### config.mk
export PLATFORM = sky130hd
export DESIGN_NAME = morse_text_codec_flat
export DESIGN_NICKNAME = d
export VERILOG_FILES = /design/src/hdl/mtc_pkg.sv /design/src/hdl/mtc_in_if.sv /design/src/hdl/mtc_out_if.sv /design/src/hdl/mtc_cfg_if.sv /design/src/hdl/mtc_rom.sv /design/src/hdl/mtc_front.sv /design/src/hdl/mtc_emit.sv /design/src/hdl/morse_text_codec.sv /design/src/flat_wrapper.sv
export VERILOG_INCLUDE_DIRS = /design/src /design/src/hdl
export SDC_FILE = /design/constraint.sdc
export NUM_CORES = 1
export LEC_CHECK = 0
export ABC_AREA = 1
export BUFFER_PORTS_ARGS = -buffer_cell sky130_fd_sc_hd__buf_2
export CORE_AREA = 4 4 79 110
export DETAILED_ROUTE_END_ITERATION = 8
export DIE_AREA = 0 0 83 114
export GPL_ROUTABILITY_DRIVEN = 0
export PLACE_DENSITY_LB_ADDON = 0.25
export REMOVE_ABC_BUFFERS = 1
export SYNTH_ARGS = -nofsm -noshare
export SYNTH_HDL_FRONTEND = slang
export SYNTH_HIERARCHICAL = 1
export SYNTH_SLANG_ARGS = --single-unit
### constraint.sdc
create_clock -name clk -period 4.9 [get_ports clk]
set_clock_uncertainty 0.2 [all_clocks]
set_input_delay 0.49 -clock clk [delete_from_list [all_inputs] [get_ports clk]]
set_output_delay 0.49 -clock clk [all_outputs]
set_load 0.01 [all_outputs]
### src/hdl/morse_text_codec_defines.svh
// Assertion macros for the Morse text codec.
`ifndef MORSE_TEXT_CODEC_DEFINES_SVH
`define MORSE_TEXT_CODEC_DEFINES_SVH

`ifndef SYNTH
`define MTC_ASSERT(label, ante, cons) \
	label: assert property (@(posedge clk) disable iff (!arst_n) (ante) |-> (cons)) \
		else $error("morse_text_codec: check failed");
`define MTC_ASSERT_NXT(label, ante, cons) \
	label: assert property (@(posedge clk) disable iff (!arst_n) (ante) |=> (cons)) \
		else $error("morse_text_codec: check failed");
`else
`define MTC_ASSERT(label, ante, cons)
`define MTC_ASSERT_NXT(label, ante, cons)
`endif

`endif

### src/hdl/mtc_pkg.sv
// Shared types, constants and symbol tables of the Morse text codec.
package mtc_pkg;

	localparam int MAX_CODE_SYMBOLS_DEF = 6;
	localparam int CODE_BITS = 6;
	localparam int CODE_IDX_W = $clog2(CODE_BITS);
	localparam int LEN_ROM_W = 3;
	localparam int KEY_W = CODE_BITS + 1;
	localparam int ROM_DEPTH = 64;
	localparam int REV_DEPTH = 2 ** KEY_W;

	localparam logic [7:0] ROM_BASE = 8'h20;
	localparam logic [7:0] ROM_TOP = 8'h5F;
	localparam logic [7:0] SPACE_CHAR = 8'h20;
	localparam logic [7:0] DOT_CHAR = 8'h2E;
	localparam logic [7:0] DASH_CHAR = 8'h2D;
	localparam logic [7:0] LOWER_A = 8'h61;
	localparam logic [7:0] LOWER_Z = 8'h7A;
	localparam logic [7:0] CASE_OFFSET = 8'h20;
	localparam logic [7:0] NO_CHAR = 8'h00;

	typedef struct packed {
		logic [LEN_ROM_W-1:0] len;
		logic [CODE_BITS-1:0] pat;
	} sym_entry_t;

	typedef sym_entry_t sym_rom_t [ROM_DEPTH];
	typedef logic [7:0] rev_rom_t [REV_DEPTH];

	typedef enum logic [1:0] {
		JOB_NONE,
		JOB_SPACE,
		JOB_SYMBOLS,
		JOB_CHAR
	} job_kind_t;

	// hit: character in table (encode) or code fit for lookup (decode)
	typedef struct packed {
		job_kind_t kind;
		logic last;
		logic hit;
	} job_t;

	typedef struct packed {
		logic busy;
		logic take;
	} emit_stat_t;

	// {length, pattern}; pattern bit i is symbol i, 1 = dash
	localparam sym_rom_t SYM_ROM = '{
		9'b000_000000, 9'b000_000000, 9'b000_000000, 9'b000_000000,
		9'b000_000000, 9'b000_000000, 9'b000_000000, 9'b110_011110,
		9'b101_001101, 9'b110_101101, 9'b000_000000, 9'b101_001010,
		9'b110_110011, 9'b110_100001, 9'b110_101010, 9'b101_001001,
		9'b101_011111, 9'b101_011110, 9'b101_011100, 9'b101_011000,
		9'b101_010000, 9'b101_000000, 9'b101_000001, 9'b101_000011,
		9'b101_000111, 9'b101_001111, 9'b110_000111, 9'b110_010101,
		9'b000_000000, 9'b101_010001, 9'b000_000000, 9'b110_001100,
		9'b110_010110, 9'b010_000010, 9'b100_000001, 9'b100_000101,
		9'b011_000001, 9'b001_000000, 9'b100_000100, 9'b011_000011,
		9'b100_000000, 9'b010_000000, 9'b100_001110, 9'b011_000101,
		9'b100_000010, 9'b010_000011, 9'b010_000001, 9'b011_000111,
		9'b100_000110, 9'b100_001011, 9'b011_000010, 9'b011_000000,
		9'b001_000001, 9'b011_000100, 9'b100_001000, 9'b011_000110,
		9'b100_001001, 9'b100_001101, 9'b100_000011, 9'b000_000000,
		9'b000_000000, 9'b000_000000, 9'b000_000000, 9'b110_101100
	};

	// Marker bit above the last symbol makes length and pattern one index
	function automatic logic [KEY_W-1:0] code_key(logic [LEN_ROM_W-1:0] len,
			logic [CODE_BITS-1:0] pat);
		logic [KEY_W-1:0] k;
		k = KEY_W'(1) << len;
		return k | KEY_W'(pat);
	endfunction

	// Reverse table; lowest character wins on a shared code
	function automatic rev_rom_t build_rev();
		rev_rom_t r;
		for (int k = 0; k < REV_DEPTH; k++) begin
			r[k] = NO_CHAR;
		end
		for (int i = ROM_DEPTH - 1; i >= 0; i--) begin
			if (SYM_ROM[i].len != '0) begin
				r[code_key(SYM_ROM[i].len, SYM_ROM[i].pat)] = ROM_BASE + 8'(i);
			end
		end
		return r;
	endfunction

endpackage

### src/hdl/mtc_in_if.sv
// Input item channel: one byte and an end-of-text flag.
interface mtc_in_if;
	logic valid;
	logic ready;
	logic [7:0] in_char;
	logic in_last;
	modport source (output valid, output in_char, output in_last, input ready);
	modport sink (input valid, input in_char, input in_last, output ready);
endinterface

### src/hdl/mtc_out_if.sv
// Result item channel: one byte and a last-of-item flag.
interface mtc_out_if;
	logic valid;
	logic ready;
	logic [7:0] out_char;
	logic out_last;
	modport source (output valid, output out_char, output out_last, input ready);
	modport sink (input valid, input out_char, input out_last, output ready);
endinterface

### src/hdl/mtc_cfg_if.sv
// Configuration write channel for the direction register.
interface mtc_cfg_if;
	logic valid;
	logic ready;
	logic to_morse;
	modport source (output valid, output to_morse, input ready);
	modport sink (input valid, input to_morse, output ready);
endinterface

### src/hdl/mtc_rom.sv
// Forward and reverse symbol ROMs with registered read data.
module mtc_rom import mtc_pkg::*; (
	input  logic                 clk,
	input  logic                 rd_en,
	input  logic [5:0]           fwd_addr,
	input  logic [KEY_W-1:0]     rev_key,
	output sym_entry_t           fwd_data,
	output logic [7:0]           rev_data
);

	localparam sym_rom_t FWD_MEM = SYM_ROM;
	localparam rev_rom_t REV_MEM = build_rev();

	sym_entry_t fwd_q;
	logic [7:0] rev_q;

	always_ff @(posedge clk) begin
		if (rd_en) begin
			fwd_q <= FWD_MEM[fwd_addr];
			rev_q <= REV_MEM[rev_key];
		end
	end

	assign fwd_data = fwd_q;
	assign rev_data = rev_q;

endmodule

### src/hdl/mtc_front.sv
// Item front end: case folding, ROM addressing and the decode code register.
module mtc_front import mtc_pkg::*; #(
	parameter int MAX_CODE_SYMBOLS = MAX_CODE_SYMBOLS_DEF
) (
	input  logic             clk,
	input  logic             arst_n,
	input  logic             accept,
	input  logic [7:0]       in_char,
	input  logic             in_last,
	input  logic             to_morse,
	output logic [5:0]       fwd_addr,
	output logic [KEY_W-1:0] rev_key,
	output job_t             job
);

	localparam int LEN_W = $clog2(MAX_CODE_SYMBOLS + 1);

	logic [CODE_BITS-1:0] pat_q, pat_n, key_pat;
	logic [LEN_W-1:0]     len_q, len_n, key_len;
	logic                 inv_q, inv_n;
	logic                 gap_q, gap_n;
	logic [7:0]           ch_u;
	logic                 rom_hit;
	logic [7:0]           rom_off;

	function automatic logic code_ok(logic [LEN_W-1:0] l, logic v);
		return !v && l != '0 && l <= LEN_W'(CODE_BITS);
	endfunction

	assign ch_u = (in_char >= LOWER_A && in_char <= LOWER_Z) ? in_char - CASE_OFFSET : in_char;
	assign rom_hit = ch_u >= ROM_BASE && ch_u <= ROM_TOP;
	assign rom_off = ch_u - ROM_BASE;
	assign fwd_addr = rom_off[5:0];
	assign rev_key = code_key(key_len[LEN_ROM_W-1:0], key_pat);

	always_comb begin
		pat_n = pat_q;
		len_n = len_q;
		inv_n = inv_q;
		gap_n = gap_q;
		key_pat = pat_q;
		key_len = len_q;
		job.kind = JOB_NONE;
		job.last = in_last;
		job.hit = 1'b0;
		if (to_morse) begin
			job.kind = (ch_u == SPACE_CHAR) ? JOB_SPACE : JOB_SYMBOLS;
			job.hit = rom_hit;
		end else if (in_char == SPACE_CHAR) begin
			if (gap_q) begin
				job.kind = JOB_SPACE;
				gap_n = 1'b0;
			end else begin
				job.kind = JOB_CHAR;
				job.hit = code_ok(len_q, inv_q);
				pat_n = '0;
				len_n = '0;
				inv_n = 1'b0;
				gap_n = 1'b1;
			end
		end else begin
			gap_n = 1'b0;
			if (in_char != DOT_CHAR && in_char != DASH_CHAR) begin
				inv_n = 1'b1;
			end else if (len_q >= LEN_W'(MAX_CODE_SYMBOLS)) begin
				inv_n = 1'b1;
			end else begin
				if (in_char == DASH_CHAR && len_q < LEN_W'(CODE_BITS)) begin
					pat_n[len_q[CODE_IDX_W-1:0]] = 1'b1;
				end
				len_n = len_q + LEN_W'(1);
			end
			if (in_last) begin
				job.kind = JOB_CHAR;
				job.hit = code_ok(len_n, inv_n);
				key_pat = pat_n;
				key_len = len_n;
			end
		end
		if (in_last) begin
			pat_n = '0;
			len_n = '0;
			inv_n = 1'b0;
			gap_n = 1'b0;
		end
	end

	always_ff @(posedge clk or negedge arst_n) begin
		if (!arst_n) begin
			pat_q <= '0;
			len_q <= '0;
			inv_q <= 1'b0;
			gap_q <= 1'b0;
		end else if (accept) begin
			pat_q <= pat_n;
			len_q <= len_n;
			inv_q <= inv_n;
			gap_q <= gap_n;
		end
	end

endmodule

### src/hdl/mtc_emit.sv
// Result serialiser: expands one job into bytes through the output register.
module mtc_emit import mtc_pkg::*; (
	input  logic       clk,
	input  logic       arst_n,
	input  logic       accept,
	input  job_t       job_in,
	input  sym_entry_t fwd_data,
	input  logic [7:0] rev_data,
	output emit_stat_t stat,
	mtc_out_if.source  out_chan
);

	job_t       job_s1;
	logic       valid_s1;
	logic [2:0] idx_q;
	logic       out_valid_q;
	logic [7:0] out_char_q;
	logic       out_last_q;

	logic [2:0] sym_len;
	logic [2:0] n_res;
	logic [7:0] res_char;
	logic       can_load, fire, done, at_end;

	assign sym_len = job_s1.hit ? fwd_data.len : 3'd0;

	always_comb begin
		n_res = 3'd0;
		res_char = SPACE_CHAR;
		case (job_s1.kind)
			JOB_SPACE: begin
				n_res = 3'd1;
			end
			JOB_SYMBOLS: begin
				n_res = sym_len + (job_s1.last ? 3'd0 : 3'd1);
				if (idx_q < sym_len) begin
					res_char = fwd_data.pat[idx_q] ? DASH_CHAR : DOT_CHAR;
				end
			end
			JOB_CHAR: begin
				n_res = (job_s1.hit && rev_data != NO_CHAR) ? 3'd1 : 3'd0;
				res_char = rev_data;
			end
			default: begin
				n_res = 3'd0;
			end
		endcase
	end

	assign can_load = !out_valid_q || out_chan.ready;
	assign at_end = idx_q == n_res - 3'd1;
	assign fire = valid_s1 && n_res != 3'd0 && can_load;
	assign done = valid_s1 && (n_res == 3'd0 || (can_load && at_end));

	assign stat.busy = valid_s1;
	assign stat.take = !valid_s1 || done;

	always_ff @(posedge clk or negedge arst_n) begin
		if (!arst_n) begin
			valid_s1 <= 1'b0;
			idx_q <= 3'd0;
			out_valid_q <= 1'b0;
		end else begin
			if (accept) begin
				valid_s1 <= 1'b1;
			end else if (done) begin
				valid_s1 <= 1'b0;
			end
			if (done) begin
				idx_q <= 3'd0;
			end else if (fire) begin
				idx_q <= idx_q + 3'd1;
			end
			if (fire) begin
				out_valid_q <= 1'b1;
			end else if (out_chan.ready) begin
				out_valid_q <= 1'b0;
			end
		end
	end

	always_ff @(posedge clk) begin
		if (accept) begin
			job_s1 <= job_in;
		end
		if (fire) begin
			out_char_q <= res_char;
			out_last_q <= at_end;
		end
	end

	assign out_chan.valid = out_valid_q;
	assign out_chan.out_char = out_char_q;
	assign out_chan.out_last = out_last_q;

endmodule

### src/hdl/morse_text_codec.sv
// Morse text codec top level: direction register, front end, ROMs and serialiser.
//
//   channel   role    payload              handshake
//   cfg       sink    to_morse             valid/ready, ready always high
//   in_chan   sink    in_char, in_last     valid/ready
//   out_chan  source  out_char, out_last   valid/ready
//
// An item giving n results, n up to 7, occupies the serialiser until its last byte enters
// the single output register, which takes one byte a cycle while out_chan does not stall.
// ROM reads land in the cycle after the item is taken; the next item is taken in the
// cycle its predecessor's last byte enters the output register.
// Reset clears control state and sets encode mode; the ROMs need no clearing pass.
// A stall on out_chan holds the output register and the serialiser.
`include "morse_text_codec_defines.svh"

module morse_text_codec import mtc_pkg::*; #(
	parameter int MAX_CODE_SYMBOLS = MAX_CODE_SYMBOLS_DEF
) (
	input  logic      clk,
	input  logic      arst_n,
	mtc_cfg_if.sink   cfg,
	mtc_in_if.sink    in_chan,
	mtc_out_if.source out_chan
);

	logic             to_morse_q;
	logic             accept;
	logic [5:0]       fwd_addr;
	logic [KEY_W-1:0] rev_key;
	job_t             job;
	sym_entry_t       fwd_data;
	logic [7:0]       rev_data;
	emit_stat_t       stat;

	assign cfg.ready = 1'b1;
	assign in_chan.ready = stat.take;
	assign accept = in_chan.valid && stat.take;

	always_ff @(posedge clk or negedge arst_n) begin
		if (!arst_n) begin
			to_morse_q <= 1'b1;
		end else if (cfg.valid) begin
			to_morse_q <= cfg.to_morse;
		end
	end

	mtc_front #(
		.MAX_CODE_SYMBOLS(MAX_CODE_SYMBOLS)
	) u_front (
		.clk      (clk),
		.arst_n   (arst_n),
		.accept   (accept),
		.in_char  (in_chan.in_char),
		.in_last  (in_chan.in_last),
		.to_morse (to_morse_q),
		.fwd_addr (fwd_addr),
		.rev_key  (rev_key),
		.job      (job)
	);

	mtc_rom u_rom (
		.clk      (clk),
		.rd_en    (accept),
		.fwd_addr (fwd_addr),
		.rev_key  (rev_key),
		.fwd_data (fwd_data),
		.rev_data (rev_data)
	);

	mtc_emit u_emit (
		.clk      (clk),
		.arst_n   (arst_n),
		.accept   (accept),
		.job_in   (job),
		.fwd_data (fwd_data),
		.rev_data (rev_data),
		.stat     (stat),
		.out_chan (out_chan)
	);

	// every result is a symbol, a space or a table character
	`MTC_ASSERT(a_out_range, out_chan.valid, out_chan.out_char >= ROM_BASE && out_chan.out_char <= ROM_TOP)
	`MTC_ASSERT(a_idle_ready, !stat.busy, in_chan.ready)
	`MTC_ASSERT_NXT(a_accept_busy, accept, stat.busy)

endmodule

### src/flat_wrapper.sv
// flat-port wrapper written by rule: the top's interface ports become plain ports
module morse_text_codec_flat import mtc_pkg::*;
#(
	parameter int MAX_CODE_SYMBOLS = MAX_CODE_SYMBOLS_DEF
)
  (clk, arst_n, cfg_valid, cfg_to_morse, cfg_ready, in_chan_valid, in_chan_in_char, in_chan_in_last, in_chan_ready, out_chan_valid, out_chan_out_char, out_chan_out_last, out_chan_ready);
  mtc_cfg_if cfg_i ();
  mtc_in_if in_chan_i ();
  mtc_out_if out_chan_i ();
  input  logic clk;
  input  logic arst_n;
  input wire logic [$bits(cfg_i.valid)-1:0] cfg_valid;
  input wire logic [$bits(cfg_i.to_morse)-1:0] cfg_to_morse;
  output wire logic [$bits(cfg_i.ready)-1:0] cfg_ready;
  input wire logic [$bits(in_chan_i.valid)-1:0] in_chan_valid;
  input wire logic [$bits(in_chan_i.in_char)-1:0] in_chan_in_char;
  input wire logic [$bits(in_chan_i.in_last)-1:0] in_chan_in_last;
  output wire logic [$bits(in_chan_i.ready)-1:0] in_chan_ready;
  output wire logic [$bits(out_chan_i.valid)-1:0] out_chan_valid;
  output wire logic [$bits(out_chan_i.out_char)-1:0] out_chan_out_char;
  output wire logic [$bits(out_chan_i.out_last)-1:0] out_chan_out_last;
  input wire logic [$bits(out_chan_i.ready)-1:0] out_chan_ready;
  assign cfg_i.valid = cfg_valid;
  assign cfg_i.to_morse = cfg_to_morse;
  assign cfg_ready = cfg_i.ready;
  assign in_chan_i.valid = in_chan_valid;
  assign in_chan_i.in_char = in_chan_in_char;
  assign in_chan_i.in_last = in_chan_in_last;
  assign in_chan_ready = in_chan_i.ready;
  assign out_chan_valid = out_chan_i.valid;
  assign out_chan_out_char = out_chan_i.out_char;
  assign out_chan_out_last = out_chan_i.out_last;
  assign out_chan_i.ready = out_chan_ready;
  morse_text_codec #(.MAX_CODE_SYMBOLS(MAX_CODE_SYMBOLS)) u_core (.clk(clk), .arst_n(arst_n), .cfg(cfg_i), .in_chan(in_chan_i), .out_chan(out_chan_i));
endmodule
=== Yosys cells after proc, flatten, opt, wreduce, memory -nomap -nowiden ===
Memories as Yosys holds them, arrays and structs flattened. A register that Yosys moved wholly into a read port is not among the register bits.
Cells that the tools add are included.

* Memories: 2
* Memory bits (read-only): 1,600
* Flip-flop bits (word level): 30

* Reduce and logical (&&, ||, !) cells: 32
* Muxes and demuxes: 60
* Shifts and indexed selects: 1
* Add/sub/neg operators: 6
* $lt $le $gt $ge: 12
* Bitwise operators: 4
* Equality and inequality tests: 11

{| class="wikitable"
|+ Memory list
! memory !! depth !! bits a word !! rd ports !! clocked after Yosys merged registers in !! write ports !! RTL line !! source
|-
| (no name shown) || 128 || 8 || 1 || 1 || 0 || mtc_rom.sv:20 || <nowiki>rev_q <= REV_MEM[rev_key];</nowiki>
|-
| (no name shown) || 64 || 9 || 1 || 1 || 0 || mtc_rom.sv:19 || <nowiki>fwd_q <= FWD_MEM[fwd_addr];</nowiki>
|}

{| class="wikitable"
|+ Operators with widths
! kind !! number
|-
| 6-bit two-way mux || 10
|-
| 3-bit two-way mux || 14
|-
| 8-bit by 6-bit equality test with 1-bit output (second input constant) || 3
|-
| 1-bit two-way mux || 24
|-
| 8-bit by 7-bit less-or-equal comparator with 1-bit output (second input constant) || 2
|-
| 8-bit by 6-bit inequality test with 1-bit output (second input constant) || 2
|-
| 8-bit one-hot mux with 2 select lines || 1
|-
| 1-bit logical AND || 15
|-
| 2-bit two-way mux || 6
|-
| 3-bit one-hot mux with 3 select lines || 1
|-
| 3-bit nonzero test || 3
|-
| 8-bit by 6-bit greater-or-equal comparator with 1-bit output (second input constant) || 1
|-
| 8-bit by 7-bit greater-or-equal comparator with 1-bit output (second input constant) || 1
|-
| 3-bit by 4-bit less-than comparator with 1-bit output (second input constant) || 2
|-
| 8-bit two-way mux || 1
|-
| 7-bit inverter with 8-bit output || 1
|-
| 8-bit nonzero test || 1
|-
| 8-bit by 6-bit subtractor with 8-bit output (second input constant) || 1
|-
| 6-bit inverter with 7-bit output || 1
|-
| 7-bit by 6-bit OR with 7-bit output || 1
|-
| 1-bit by 3-bit left shift with 7-bit output (first input constant) || 1
|-
| 3-bit by 1-bit adder with 3-bit output (second input constant) || 2
|-
| 3-bit less-or-equal comparator (second input constant) || 2
|-
| 6-bit OR || 1
|-
| other kinds (21) || 29
|}

=== Logic depth before layout (Yosys ltp) ===
Gate-level depths: netlist of the first run.

* Word-level depth: 13
* Gate-level depth with buffers: 25
* Mapped depth without buffers: 25

=== Modules after synthesis ===
Netlist of the first run, hierarchy kept.

{| class="wikitable"
|+ By module, submodules not included
! module !! cells an instance !! area each (um^2) !! times used
|-
| mtc_rom || 345 || 2,219.6 || 1
|-
| mtc_front || 188 || 1,198.6 || 1
|-
| mtc_emit || 114 || 1,038.5 || 1
|-
| morse_text_codec || 9 || 60.1 || 1
|}

=== Worst setup path before layout of the first run ===
No wires, ideal clock.

* Path kind: reg-to-reg
* From: register u_core/u_emit/job_s1[0] (netlist bit)
* To: register u_core.u_front.inv_q
* Library setup time: 0.078 ns
* Stages on the path, launching flop included: 19
* Data required time: 4.622 ns
* Clock period less this slack: 3.537 ns
* Path slack: 1.363 ns
* Buffers on the path: 1
* Arrival time: 3.259 ns
* Path through: edfxtp_1 > nand2_1 > inv_1 > ha_1 > ha_1 > nand2_1 > ha_1 > xor2_1 > nand2_1 > nor2_1 > nand4_1 > nand3_1 > nand2_1 > inv_1 > o21ai_0 > a31oi_1 > buf_2 > o21ai_0 > a21oi_1

* Cells in the longest elaborated chain, start to end: 11

{| class="wikitable"
|+ Ends and longest elaborated chain
! what !! RTL line !! source
|-
| from (decl) || mtc_emit.sv:13 || <nowiki>job_t job_s1;</nowiki>
|-
| from (signal assigned) || mtc_emit.sv:84 || <nowiki>job_s1 <= job_in;</nowiki>
|-
| 3-bit two-way mux or 1-bit logical AND (tied branches) || mtc_emit.sv:25, mtc_emit.sv:41 ||
|-
| 3-bit by 1-bit adder with 3-bit output or 1-bit two-way mux (tied branches) || mtc_emit.sv:35, mtc_emit.sv:41 ||
|-
| 3-bit one-hot mux with 3 select lines * || mtc_emit.sv:30 || <nowiki>case (job_s1.kind)</nowiki>
|-
| 3-bit by 1-bit subtractor with 3-bit output || mtc_emit.sv:51 || <nowiki>assign at_end = idx_q == n_res - 3'd1;</nowiki>
|-
| 3-bit equality test || mtc_emit.sv:51 ||
|-
| 1-bit logical AND || mtc_emit.sv:53 || <nowiki>assign done = valid_s1 && (n_res == 3'd0 || (can_load && at_end));</nowiki>
|-
| 1-bit logical OR * || mtc_emit.sv:53 ||
|-
| 1-bit logical AND * || mtc_emit.sv:53 ||
|-
| 1-bit logical OR * || mtc_emit.sv:56 || <nowiki>assign stat.take = !valid_s1 || done;</nowiki>
|-
| net in_chan_ready || flat_wrapper.sv:18 || <nowiki>output wire logic [$bits(in_chan_i.ready)-1:0] in_chan_ready;</nowiki>
|-
| 1-bit logical AND * || morse_text_codec.sv:37 || <nowiki>assign accept = in_chan.valid && stat.take;</nowiki>
|-
| net u_core.accept || morse_text_codec.sv:27 || <nowiki>logic accept;</nowiki>
|-
| 3-bit AND reduction (no line) * || -- ||
|-
| to (signal assigned) || mtc_front.sv:97 || <nowiki>inv_q <= inv_n;</nowiki>
|-
| to (decl) || mtc_front.sv:20 || <nowiki>logic inv_q, inv_n;</nowiki>
|}

The timed path passes the listed nets; every way through them passes the cells marked *.
A chain may end at the register's enable or synchronous reset.

=== Worst setup path in the final report of the first run ===
* From: register u_core/u_emit/job_s1[0] (netlist bit)
* To: register u_core.u_front.pat_q[2]

* Cells in the longest elaborated chain, start to end: 11

{| class="wikitable"
|+ Ends and longest elaborated chain
! what !! RTL line !! source
|-
| 3-bit two-way mux or 1-bit logical AND (tied branches) || mtc_emit.sv:25, mtc_emit.sv:41 ||
|-
| 3-bit by 1-bit adder with 3-bit output or 1-bit two-way mux (tied branches) || mtc_emit.sv:35, mtc_emit.sv:41 ||
|-
| 3-bit one-hot mux with 3 select lines * || mtc_emit.sv:30 ||
|-
| 3-bit by 1-bit subtractor with 3-bit output || mtc_emit.sv:51 ||
|-
| 3-bit equality test || mtc_emit.sv:51 ||
|-
| 1-bit logical AND || mtc_emit.sv:53 ||
|-
| 1-bit logical OR * || mtc_emit.sv:53 ||
|-
| 1-bit logical AND * || mtc_emit.sv:53 ||
|-
| 1-bit logical OR * || mtc_emit.sv:56 ||
|-
| 1-bit logical AND * || morse_text_codec.sv:37 ||
|-
| net u_core.accept || morse_text_codec.sv:27 ||
|-
| 3-bit AND reduction (no line) * || -- ||
|-
| to (signal assigned) || mtc_front.sv:95 || <nowiki>pat_q <= pat_n;</nowiki>
|-
| to (decl) || mtc_front.sv:18 || <nowiki>logic [CODE_BITS-1:0] pat_q, pat_n, key_pat;</nowiki>
|}

Marked as above.

==> impl_metrics.env, run 1 <==
export IMPL_critPathRequiredTime_ns=4.88
export IMPL_wl_per_cell_um=14.5
export IMPL_floorplan_die_area_um2=9460
export IMPL_r2r_setup_slack_ns=0.99
export IMPL_maximum_resistive_drop_on_vdd_mv=0.198
export IMPL_die_w_um=83
export IMPL_critPathArrivalTime_ns=3.89
export IMPL_cts_hold_repair_buffers=1
export IMPL_place_inst=758
export IMPL_setup_tns_final_ns=0
export IMPL_route_final_wire_length_mm=11.1
export IMPL_fmax_mhz=256
export IMPL_htree_levels=2
export IMPL_number_of_antenna_violations_at_the_first_check_in_global_routing=0
export IMPL_p_leak_nw=2.32
export IMPL_post_route_period_util_pct=79.7
export IMPL_dr_pass1_iters=6
export IMPL_clock_insertion_delay_worst_skew_ns=0.30
export IMPL_fp_row_count=38
export IMPL_finalInstanceArea_um2=4690
export IMPL_fp_dieH_um=114
export IMPL_regToRegStartpoint="u_core/u_emit/job_s1[0]"
export IMPL_core_ar_um2=7700
export IMPL_maximum_number_of_pins_on_one_net_before_global_route_repair=24
export IMPL_critPathMaxFanout=11
export IMPL_cts_made_buffers=5
export IMPL_grt_ovfl_total=0
export IMPL_finalPower_mw=1.43
export IMPL_timing_hold_worst_class="primary input to flop"
export IMPL_tritoncts_num_sinks=46
export IMPL_ios=27
export IMPL_dpl_cell_area_um2=4590
export IMPL_start_kind="flop"
export IMPL_setup_violations=0
export IMPL_timing_final_crit_period_ns=3.91
export IMPL_p_per_area_nw_per_um2=304
export IMPL_end_kind="flop"
export IMPL_synth_cells=655
export IMPL_ctsResizeCount=0
export IMPL_insertedDiodeCount=0
export IMPL_path_clk_slew_ns=0.09
export IMPL_finish_cell_count_without_fillers=767
export IMPL_clock_tree_root_cell="sky130_fd_sc_hd__clkbuf_8"
export IMPL_synth_warning_count=6
export IMPL_worst_setup_path_startpoint="u_core/u_emit/job_s1[0]"
export IMPL_cap_violations=0
export IMPL_mean_instance_size_in_the_synthesized_netlist_um2=6.88
export IMPL_setup_repair_after_global_routing_missed_its_margin="no"
export IMPL_place_detailed_hpwl_mm=8.64
export IMPL_netlist_area_um2=4510
export IMPL_drt_drc_violations_left=0
export IMPL_drv_slew=0
export IMPL_total_routing_usage_reported_by_global_routing_pct=23.6
export IMPL_worst_slew_margin_rel_pct=34.9
export IMPL_grt_pass1_wl_mm=18.9
export IMPL_finalCoreUtilization_pct=60.9
export IMPL_min_delay_start="cfg_to_morse"
export IMPL_initial_utilization_pct=58.5
export IMPL_cts_setup_buffers=0
export IMPL_detailroute_via_count=4421
export IMPL_tritoncts="done"
export IMPL_clock_tree_buffer_depth=2
export IMPL_slew_at_the_pin_closest_to_its_max_slew_limit_ns=0.971
export IMPL_drive_gt1_share_pct=14.2
export IMPL_setup_worst_path_class="flop to flop"
export IMPL_outcome="finished clean"
export IMPL_num_nets_final=712
export IMPL_antenna_violating_nets_post_route=0
export IMPL_final_hold_viol_count=0
export IMPL_grt_pass1_vias=4391
export IMPL_route_detailed_vias_per_inst=5.76
export IMPL_placement_io_buffers=25
export IMPL_first_iter_violations=280
export IMPL_syn_to_final_growth_pct=4.11
## through the flow
step | hold WS (ns) | setup WS (ns)
6_report | 0.180 | 0.993
5_1_grt | 0.184 | 0.731
4_1_cts | 0.169 | 1.02
3_5_place_dp | 0.267 | 1.02
3_3_place_gp | 0.261 | 1.06
2_1_floorplan | -0.00559 | 1.04
## sequential cells by signal, indices dropped and copies added (netlist names)
name / cells
u_core/u_emit/job_s1: 4
u_core/u_emit/idx_q: 3
u_core/u_front/inv_q: 1
u_core/u_rom/rev_data: 7
u_core/u_emit/valid_s1: 1
u_core/u_front/len_q: 3
u_core/u_emit/out_chan.out_char: 8
u_core/u_emit/out_chan.valid: 1
u_core/u_front/pat_q: 6
u_core/u_emit/out_chan.out_last: 1
u_core/to_morse_q: 1
u_core/u_front/gap_q: 1
u_core/u_rom/fwd_data: 9
## metal layers
| metal | global-route usage [%] | routed length (µm) | share of wire [%] | up-vias |
|---|---|---|---|---|
| met5 | 0 | 0 | 0 | - |
| met4 | 12.6 | 460 | 4.1 | 0 |
| met3 | 3.18 | 541 | 4.9 | 45 |
| met2 | 44.9 | 5880 | 53 | 184 |
| met1 | 24.9 | 4260 | 38 | 2029 |
| li1 | - | - | - | 2163 |
## critical path: stages (launching register included)
cell                       delay, ns
sky130_fd_sc_hd__edfxtp_1       0.48
sky130_fd_sc_hd__nand2_1        0.12
sky130_fd_sc_hd__inv_1          0.05
sky130_fd_sc_hd__ha_1           0.27
sky130_fd_sc_hd__a21o_1         0.19
sky130_fd_sc_hd__nand2_1        0.12
sky130_fd_sc_hd__ha_1           0.18
sky130_fd_sc_hd__xor2_1         0.19
sky130_fd_sc_hd__nor2_1         0.08
sky130_fd_sc_hd__nor2_1         0.13
sky130_fd_sc_hd__nand4_1        0.13
sky130_fd_sc_hd__nand3_1        0.13
sky130_fd_sc_hd__nand2_1        0.07
sky130_fd_sc_hd__inv_1          0.10
sky130_fd_sc_hd__o21ai_0        0.14
sky130_fd_sc_hd__a31oi_1        0.74
sky130_fd_sc_hd__o21a_1         0.40
sky130_fd_sc_hd__nor2_1         0.09
## final cells by class
type                            instances  area (µm²)
Clock buffer                            5        68.8
Clock inverter                          3        23.8
Timing Repair Buffer                   29         158
Tap cell                              100         125
Inverter                               74         280
Sequential cell                        46        1300
Fill cell                             737        3010
Multi-Input combinational cell        510        2740
## worst paths after layout
check	end	cells after the start
min	u_core/to_morse_q	3
min reg2reg	u_core/u_front/pat_q[2]	2
max reg2reg	u_core/u_front/pat_q[2]	17
max	u_core/u_front/pat_q[2]	17
max in group asynchronous	u_core/to_morse_q	2
min in group asynchronous	u_core/u_emit/valid_s1	2
## layout by cell type (no fill, tap or decap), types with 8 or more instances in the layout
cell type / count
sky130_fd_sc_hd__nand2_1: 185
sky130_fd_sc_hd__nand2_2: 20
sky130_fd_sc_hd__nand3_1: 58
sky130_fd_sc_hd__dfrtp_1: 16
sky130_fd_sc_hd__buf_2: 25
sky130_fd_sc_hd__a21oi_1: 39
sky130_fd_sc_hd__inv_1: 64
sky130_fd_sc_hd__inv_2: 8
sky130_fd_sc_hd__edfxtp_1: 29
sky130_fd_sc_hd__o21ai_0: 43
sky130_fd_sc_hd__nor2_1: 55
sky130_fd_sc_hd__ha_1: 31
## report_power, final
group | leakage, nW | internal (mW) | switching [mW]
clock network | 0.0408 | 0.102 | 0.136
registers | 0.506 | 0.543 | 0.0573
logic | 1.78 | 0.195 | 0.394
total | 2.32 | 0.841 | 0.587
No activity file was read; power rests on OpenSTA's default activity.
==> run 2, diff against run 1 <==
Clock period 4.9 ns to 3.97 ns, I/O delays scaled along.
==> run 2 against run 1 <==
Compared with the run above: first-iteration DRC count increased by 46%; utilization increased by 0.26 points; sequential cell count unchanged; global-route usage decreased by 0.14 points; final area increased by 0.43%; die area unchanged; final cell count increased by 0.39%; maximum frequency increased by 7.1%; critical endpoint is now u_core/u_rom/rev_data[1]; total power increased by 23%; critical path type unchanged; largest power group unchanged.
==> impl_metrics.env, run 2 (synthesis gave the netlist of run 1 again) <==
export IMPL_outcome="finished clean"
export IMPL_post_route_period_util_pct=91.9
export IMPL_clock_tree_root_cell="sky130_fd_sc_hd__clkbuf_8"
export IMPL_dr_pass1_iters=6
export IMPL_power_clock_fraction_pct=16.4
export IMPL_tritoncts="done"
export IMPL_floorplan_die_area_um2=9460
export IMPL_ios=27
export IMPL_start_kind="flop"
export IMPL_fmax_mhz=274
export IMPL_regToRegStartpoint="u_core/u_front/len_q[0]"
export IMPL_number_of_antenna_violations_at_the_first_check_in_global_routing=0
export IMPL_p_switching_uw=719
export IMPL_p_per_area_nw_per_um2=373
export IMPL_seq_power_share_pct=42.0
export IMPL_mostFrequentLayoutCells="185 x sky130_fd_sc_hd__nand2_1, 64 x sky130_fd_sc_hd__inv_1, 58 x sky130_fd_sc_hd__nand3_1"
export IMPL_drt_drc_violations_left=0
export IMPL_detailroute_via_count=4436
export IMPL_antenna_violating_nets_post_route=0
export IMPL_htree_levels=2
export IMPL_total_routing_usage_reported_by_global_routing_pct=23.5
export IMPL_critPathRequiredTime_ns=3.83
export IMPL_r2r_setup_slack_ns=0.32
export IMPL_setup_tns_final_ns=0
export IMPL_core_ar_um2=7700
export IMPL_num_nets_final=715
export IMPL_placement_io_buffers=25
export IMPL_timing_hold_worst_class="primary input to flop"
export IMPL_worstRegToRegCells=22
export IMPL_layout_cells_most_common="sky130_fd_sc_hd__nand2_1"
export IMPL_fp_dieH_um=114
export IMPL_critPathMaxFanout=9
export IMPL_path_clk_slew_ns=0.08
export IMPL_finalInstanceArea_um2=4710
export IMPL_first_iter_violations=408
export IMPL_syn_to_final_growth_pct=4.55
export IMPL_cap_violations=0
export IMPL_setup_violations=0
export IMPL_fp_row_count=38
export IMPL_clock_tree_buffer_depth=2
export IMPL_dpl_cell_area_um2=4610
export IMPL_internal_power_mw=1.04
export IMPL_p_leak_nw=2.34
export IMPL_worst_r2r_endpoint="u_core/u_rom/rev_data[1]"
export IMPL_grt_pass1_wl_mm=18.7
export IMPL_cts_made_buffers=5
export IMPL_setup_repair_after_global_routing_missed_its_margin="no"
export IMPL_final_hold_viol_count=0
export IMPL_cts_setup_buffers=0
export IMPL_grt_pass1_vias=4197
export IMPL_setup_worst_path_class="flop to flop"
export IMPL_maximum_resistive_drop_on_vdd_mv=0.317
export IMPL_route_detailed_vias_per_inst=5.76
export IMPL_route_final_wire_length_mm=10.9
export IMPL_initial_utilization_pct=58.5
export IMPL_critPathArrivalTime_ns=3.50
export IMPL_clock_insertion_delay_worst_skew_ns=0.31
export IMPL_timing_hold_worst_path_depth=3
export IMPL_switching_share_pct=40.8
export IMPL_grt_ovfl_total=0
export IMPL_drive_gt1_share_pct=14.6
export IMPL_end_kind="flop"
export IMPL_min_delay_start="cfg_to_morse"
export IMPL_maximum_number_of_pins_on_one_net_before_global_route_repair=24
export IMPL_drv_slew=0
export IMPL_largest_register_ffs=9
export IMPL_insertedDiodeCount=0
export IMPL_min_delay_worst_endpoint="u_core/to_morse_q"
export IMPL_die_w_um=83
export IMPL_timing_final_crit_period_ns=3.65
export IMPL_combPwrFrac_pct=41.6
export IMPL_tritoncts_num_sinks=46
export IMPL_place_detailed_hpwl_mm=8.43
export IMPL_wl_per_cell_um=14.2
## run 2: changes by cell type in the layout (fill, tap and decap cells not counted)
cell,change
sky130_fd_sc_hd__clkinv_2,+1
sky130_fd_sc_hd__inv_6,-1
sky130_fd_sc_hd__clkinvlp_4,-1
sky130_fd_sc_hd__clkinv_4,+1
sky130_fd_sc_hd__buf_4,+3
## run 2: how the worst max path moves through the flow
stage	from	endpoint	slack, ns	cells past startpoint
final	u_core/u_front/len_q[0]	u_core/u_rom/rev_data[1]	0.32	22
after global routing	u_core/u_front/len_q[0]	u_core/u_rom/rev_data[1]	0.04	22
after CTS	u_core/u_front/len_q[0]	u_core/u_rom/rev_data[1]	0.39	22
after detailed placement	in_chan_in_char[2]	u_core/u_rom/rev_data[1]	0.36	21
after global placement	in_chan_in_char[3]	u_core/u_rom/rev_data[0]	0.42	19
after floorplan	u_core/u_emit/job_s1[0]	u_core/u_front/pat_q[0]	0.11	17
## run 2: power groups by stage
stage	sequential, mW	clock [mW]	combinational, mW
detailed placement	0.751	0	0.727
finish	0.739	0.289	0.733
floorplan	0.755	0	0.493
global route	0.755	0.324	0.824
global placement	0.746	0	0.704
CTS	0.741	0.300	0.730
## run 2: layout make-up
type / count / area, µm²
Clock inverter: 3 / 21.3
Sequential cell: 46 / 1300
Inverter: 74 / 280
Multi-Input combinational cell: 510 / 2740
Clock buffer: 5 / 68.8
Timing Repair Buffer: 32 / 180
Fill cell: 723 / 2990
Tap cell: 100 / 125
## run 2: metal layers
metal / part of all wire (%) / GRT usage [%] / wire (µm)
met5: 0 / 0 / 0
met2: 51 / 42.8 / 5580
met4: 4.2 / 11.2 / 459
met3: 6.3 / 4.41 / 682
met1: 38 / 26.1 / 4180
## run 2: worst max-delay path, stage by stage, from the launching register on
cell	delay, ns
sky130_fd_sc_hd__dfrtp_1	0.41
sky130_fd_sc_hd__inv_1	0.21
sky130_fd_sc_hd__ha_1	0.27
sky130_fd_sc_hd__nand2_2	0.09
sky130_fd_sc_hd__nand2_2	0.11
sky130_fd_sc_hd__nand2_1	0.05
sky130_fd_sc_hd__nand2_1	0.07
sky130_fd_sc_hd__nand2_1	0.06
sky130_fd_sc_hd__nand2_2	0.09
sky130_fd_sc_hd__nand2_2	0.06
sky130_fd_sc_hd__nand2_2	0.09
sky130_fd_sc_hd__inv_2	0.05
sky130_fd_sc_hd__nor2_4	0.08
sky130_fd_sc_hd__nand2_1	0.05
sky130_fd_sc_hd__nand2_1	0.25
sky130_fd_sc_hd__inv_1	0.15
sky130_fd_sc_hd__ha_1	0.30
sky130_fd_sc_hd__nand2_1	0.16
sky130_fd_sc_hd__o21ai_0	0.20
sky130_fd_sc_hd__nand2_1	0.12
sky130_fd_sc_hd__nand3_1	0.09
sky130_fd_sc_hd__a21boi_1	0.17
sky130_fd_sc_hd__nand2_1	0.06
## run 2: per-stage QoR
step | hold slack (ns) | total power, mW | util [%] | setup slack, ns | std cells
2_1_floorplan | -0.0986 | 1.25 | - | 0.109 | 630
3_3_place_gp | 0.168 | 1.45 | 59.9 | 0.420 | 761
3_5_place_dp | 0.178 | 1.48 | 59.9 | 0.356 | 761
4_1_cts | 0.0768 | 1.77 | 61.2 | 0.394 | 770
5_1_grt | 0.0876 | 1.90 | 61.2 | 0.0432 | 770
6_report | 0.0928 | 1.76 | 61.2 | 0.321 | 770
## run 2: what timing repair did
action / CTS / global route
hold buffers: 1 / 0
resized for setup: 0 / 0
endpoints found under the hold margin: 16 / 0
==> run 3, diff against run 2 <==
Settings changed: PLACE_DENSITY set to 0.77, PLACE_DENSITY_LB_ADDON 0.25 to unset.
==> run 3 against run 2 <==
Compared with the run above: utilization hardly changed; total power is 0.24% higher; final area hardly changed; global-route usage is 0.51 points lower; clock-buffer cell count stayed put; maximum frequency is 1.9% higher; non-clock buffer count stayed put; worst setup slack better by 0.069 ns; sequential share of layout area hardly changed; critical path depth stayed put; critical endpoint unchanged; largest cell class unchanged.
==> impl_metrics.env, run 3 (synthesis gave the netlist of run 1 again) <==
export IMPL_timing_final_crit_period_ns=3.58
export IMPL_crit_chain="inv_1 > ha_1 > nand2_2 > nand2_2 > nand2_1 > nand2_1 > nand2_1 > nand2_2 > nand2_2 > nand2_2 > inv_2 > nor2_4 > nand2_1 > nand2_1 > inv_1 > ha_1 > nand2_1 > o21ai_0 > nand2_1 > nand3_1 > a21boi_1 > nand2_1"
export IMPL_grt_ovfl_total=0
export IMPL_finish_cell_count_without_fillers=770
export IMPL_route_final_wire_length_mm=10.7
export IMPL_seqCellArea_um2=1300
export IMPL_final_hold_viol_count=0
export IMPL_clock_insertion_delay_worst_skew_ns=0.31
export IMPL_setup_tns_final_ns=0
export IMPL_p_per_area_nw_per_um2=374
export IMPL_dr_pass1_iters=9
export IMPL_setup_repair_after_global_routing_missed_its_margin="no"
export IMPL_critPathRequiredTime_ns=3.82
export IMPL_critPathSlowestCell="sky130_fd_sc_hd__dfrtp_1"
export IMPL_detailroute_via_count=4436
export IMPL_end_kind="flop"
export IMPL_ios=27
export IMPL_route_detailed_vias_per_inst=5.76
export IMPL_critical_path_n_buffers_inverters=3
export IMPL_path_clk_slew_ns=0.09
export IMPL_cap_violations=0
export IMPL_wl_per_cell_um=13.9
export IMPL_tritoncts="done"
export IMPL_initial_utilization_pct=58.5
export IMPL_cts_setup_buffers=0
export IMPL_number_of_antenna_violations_at_the_first_check_in_global_routing=0
export IMPL_fmax_mhz=279
export IMPL_cts_hold_repair_buffers=1
export IMPL_dp_slack_ns=0.379
export IMPL_layout_cells_most_common="sky130_fd_sc_hd__nand2_1"
export IMPL_maximum_resistive_drop_on_vdd_mv=0.298
export IMPL_setup_violations=0
export IMPL_first_iter_violations=339
export IMPL_num_fill_cells=738
export IMPL_start_kind="flop"
export IMPL_p_leak_nw=2.34
export IMPL_syn_to_final_growth_pct=4.61
export IMPL_htree_levels=2
export IMPL_fp_dieH_um=114
export IMPL_insertedDiodeCount=0
export IMPL_cts_made_buffers=5
export IMPL_drive_gt1_share_pct=14.6
export IMPL_critPathTopFamily="simple AND/OR/NAND/NOR gates"
export IMPL_critPathMaxStageDelay_ns=0.42
export IMPL_clock_tree_buffer_depth=2
export IMPL_tritoncts_num_sinks=46
export IMPL_outcome="finished clean"
export IMPL_num_nets_final=715
export IMPL_place_inst=761
export IMPL_antenna_violating_nets_post_route=0
export IMPL_place_detailed_hpwl_mm=8.37
export IMPL_setup_worst_path_class="flop to flop"
export IMPL_fp_row_count=38
export IMPL_timing_critical_path_mode_cell="sky130_fd_sc_hd__nand2_1"
export IMPL_mostFrequentLayoutCells="185 x sky130_fd_sc_hd__nand2_1, 64 x sky130_fd_sc_hd__inv_1, 58 x sky130_fd_sc_hd__nand3_1"
export IMPL_largest_register_ffs=9
export IMPL_floorplan_die_area_um2=9460
export IMPL_die_w_um=83
export IMPL_clock_tree_root_cell="sky130_fd_sc_hd__clkbuf_8"
export IMPL_ctsResizeCount=0
export IMPL_placement_io_buffers=25
export IMPL_grt_pass1_vias=4244
export IMPL_drv_slew=0
export IMPL_total_routing_usage_reported_by_global_routing_pct=23.0
export IMPL_drt_drc_violations_left=0
export IMPL_r2r_setup_slack_ns=0.39
export IMPL_maximum_number_of_pins_on_one_net_before_global_route_repair=24
export IMPL_layout_setup_ws_ns=0.390
export IMPL_critPathArrivalTime_ns=3.43
export IMPL_multi_input_area_um2=2740
export IMPL_post_route_period_util_pct=90.2
export IMPL_timing_hold_worst_class="primary input to flop"
export IMPL_core_ar_um2=7700
export IMPL_critPathMaxFanout=9
export IMPL_grt_pass1_wl_mm=18.2
export IMPL_fin_hold_ws_ns=0.0818
run 3: path summary, 6_finish.rpt:
kind / from / endpoint / depth (start not counted)
worst max-delay path: u_core/u_front/len_q[0] / u_core/u_rom/rev_data[1] / 22
worst min-delay path: cfg_to_morse / u_core/to_morse_q / 3
worst max register to register: u_core/u_front/len_q[0] / u_core/u_rom/rev_data[1] / 22
worst min register to register: u_core/u_front/pat_q[1] / u_core/u_front/pat_q[1] / 2
max in group asynchronous: arst_n / u_core/to_morse_q / 2
min in group asynchronous: arst_n / u_core/u_emit/idx_q[2] / 2
run 3: routing by layer:
layer	routed length, µm	up-vias	global-route usage (%)	part of all wire, %
li1	-	2173	-	-
met1	4090	1986	25.0	38
met2	5550	222	43.6	52
met3	608	55	2.89	5.7
met4	442	0	10.9	4.1
met5	0	-	0	0
run 3: layout make-up:
cell class / instances / area share, %
multi-input combinational: 510 / 58.1
sequential: 46 / 27.5
inverter: 74 / 5.94
timing repair buffer: 32 / 3.82
tap: 100 / 2.65
clock buffer: 5 / 1.46
clock inverter: 3 / 0.504
run 3: worst min-delay path: stages:
cell                      delay (ns)
sky130_fd_sc_hd__buf_2          0.10
sky130_fd_sc_hd__nand2_1        0.04
sky130_fd_sc_hd__nand2_1        0.04
run 3: metrics by stage:
step           power (mW)  cell area, µm²  utilization, %
2_1_floorplan        1.25            4320               -
3_3_place_gp         1.45            4610            59.9
3_5_place_dp         1.48            4610            59.9
4_1_cts              1.78            4720            61.2
5_1_grt              1.90            4720            61.2
6_report             1.76            4720            61.2
run 3: where the power goes:
group / switching, mW / internal [mW] / total [mW]
combinational: 0.481 / 0.247 / 0.728
clock: 0.169 / 0.126 / 0.295
sequential: 0.0707 / 0.670 / 0.741
total: 0.721 / 1.04 / 1.76
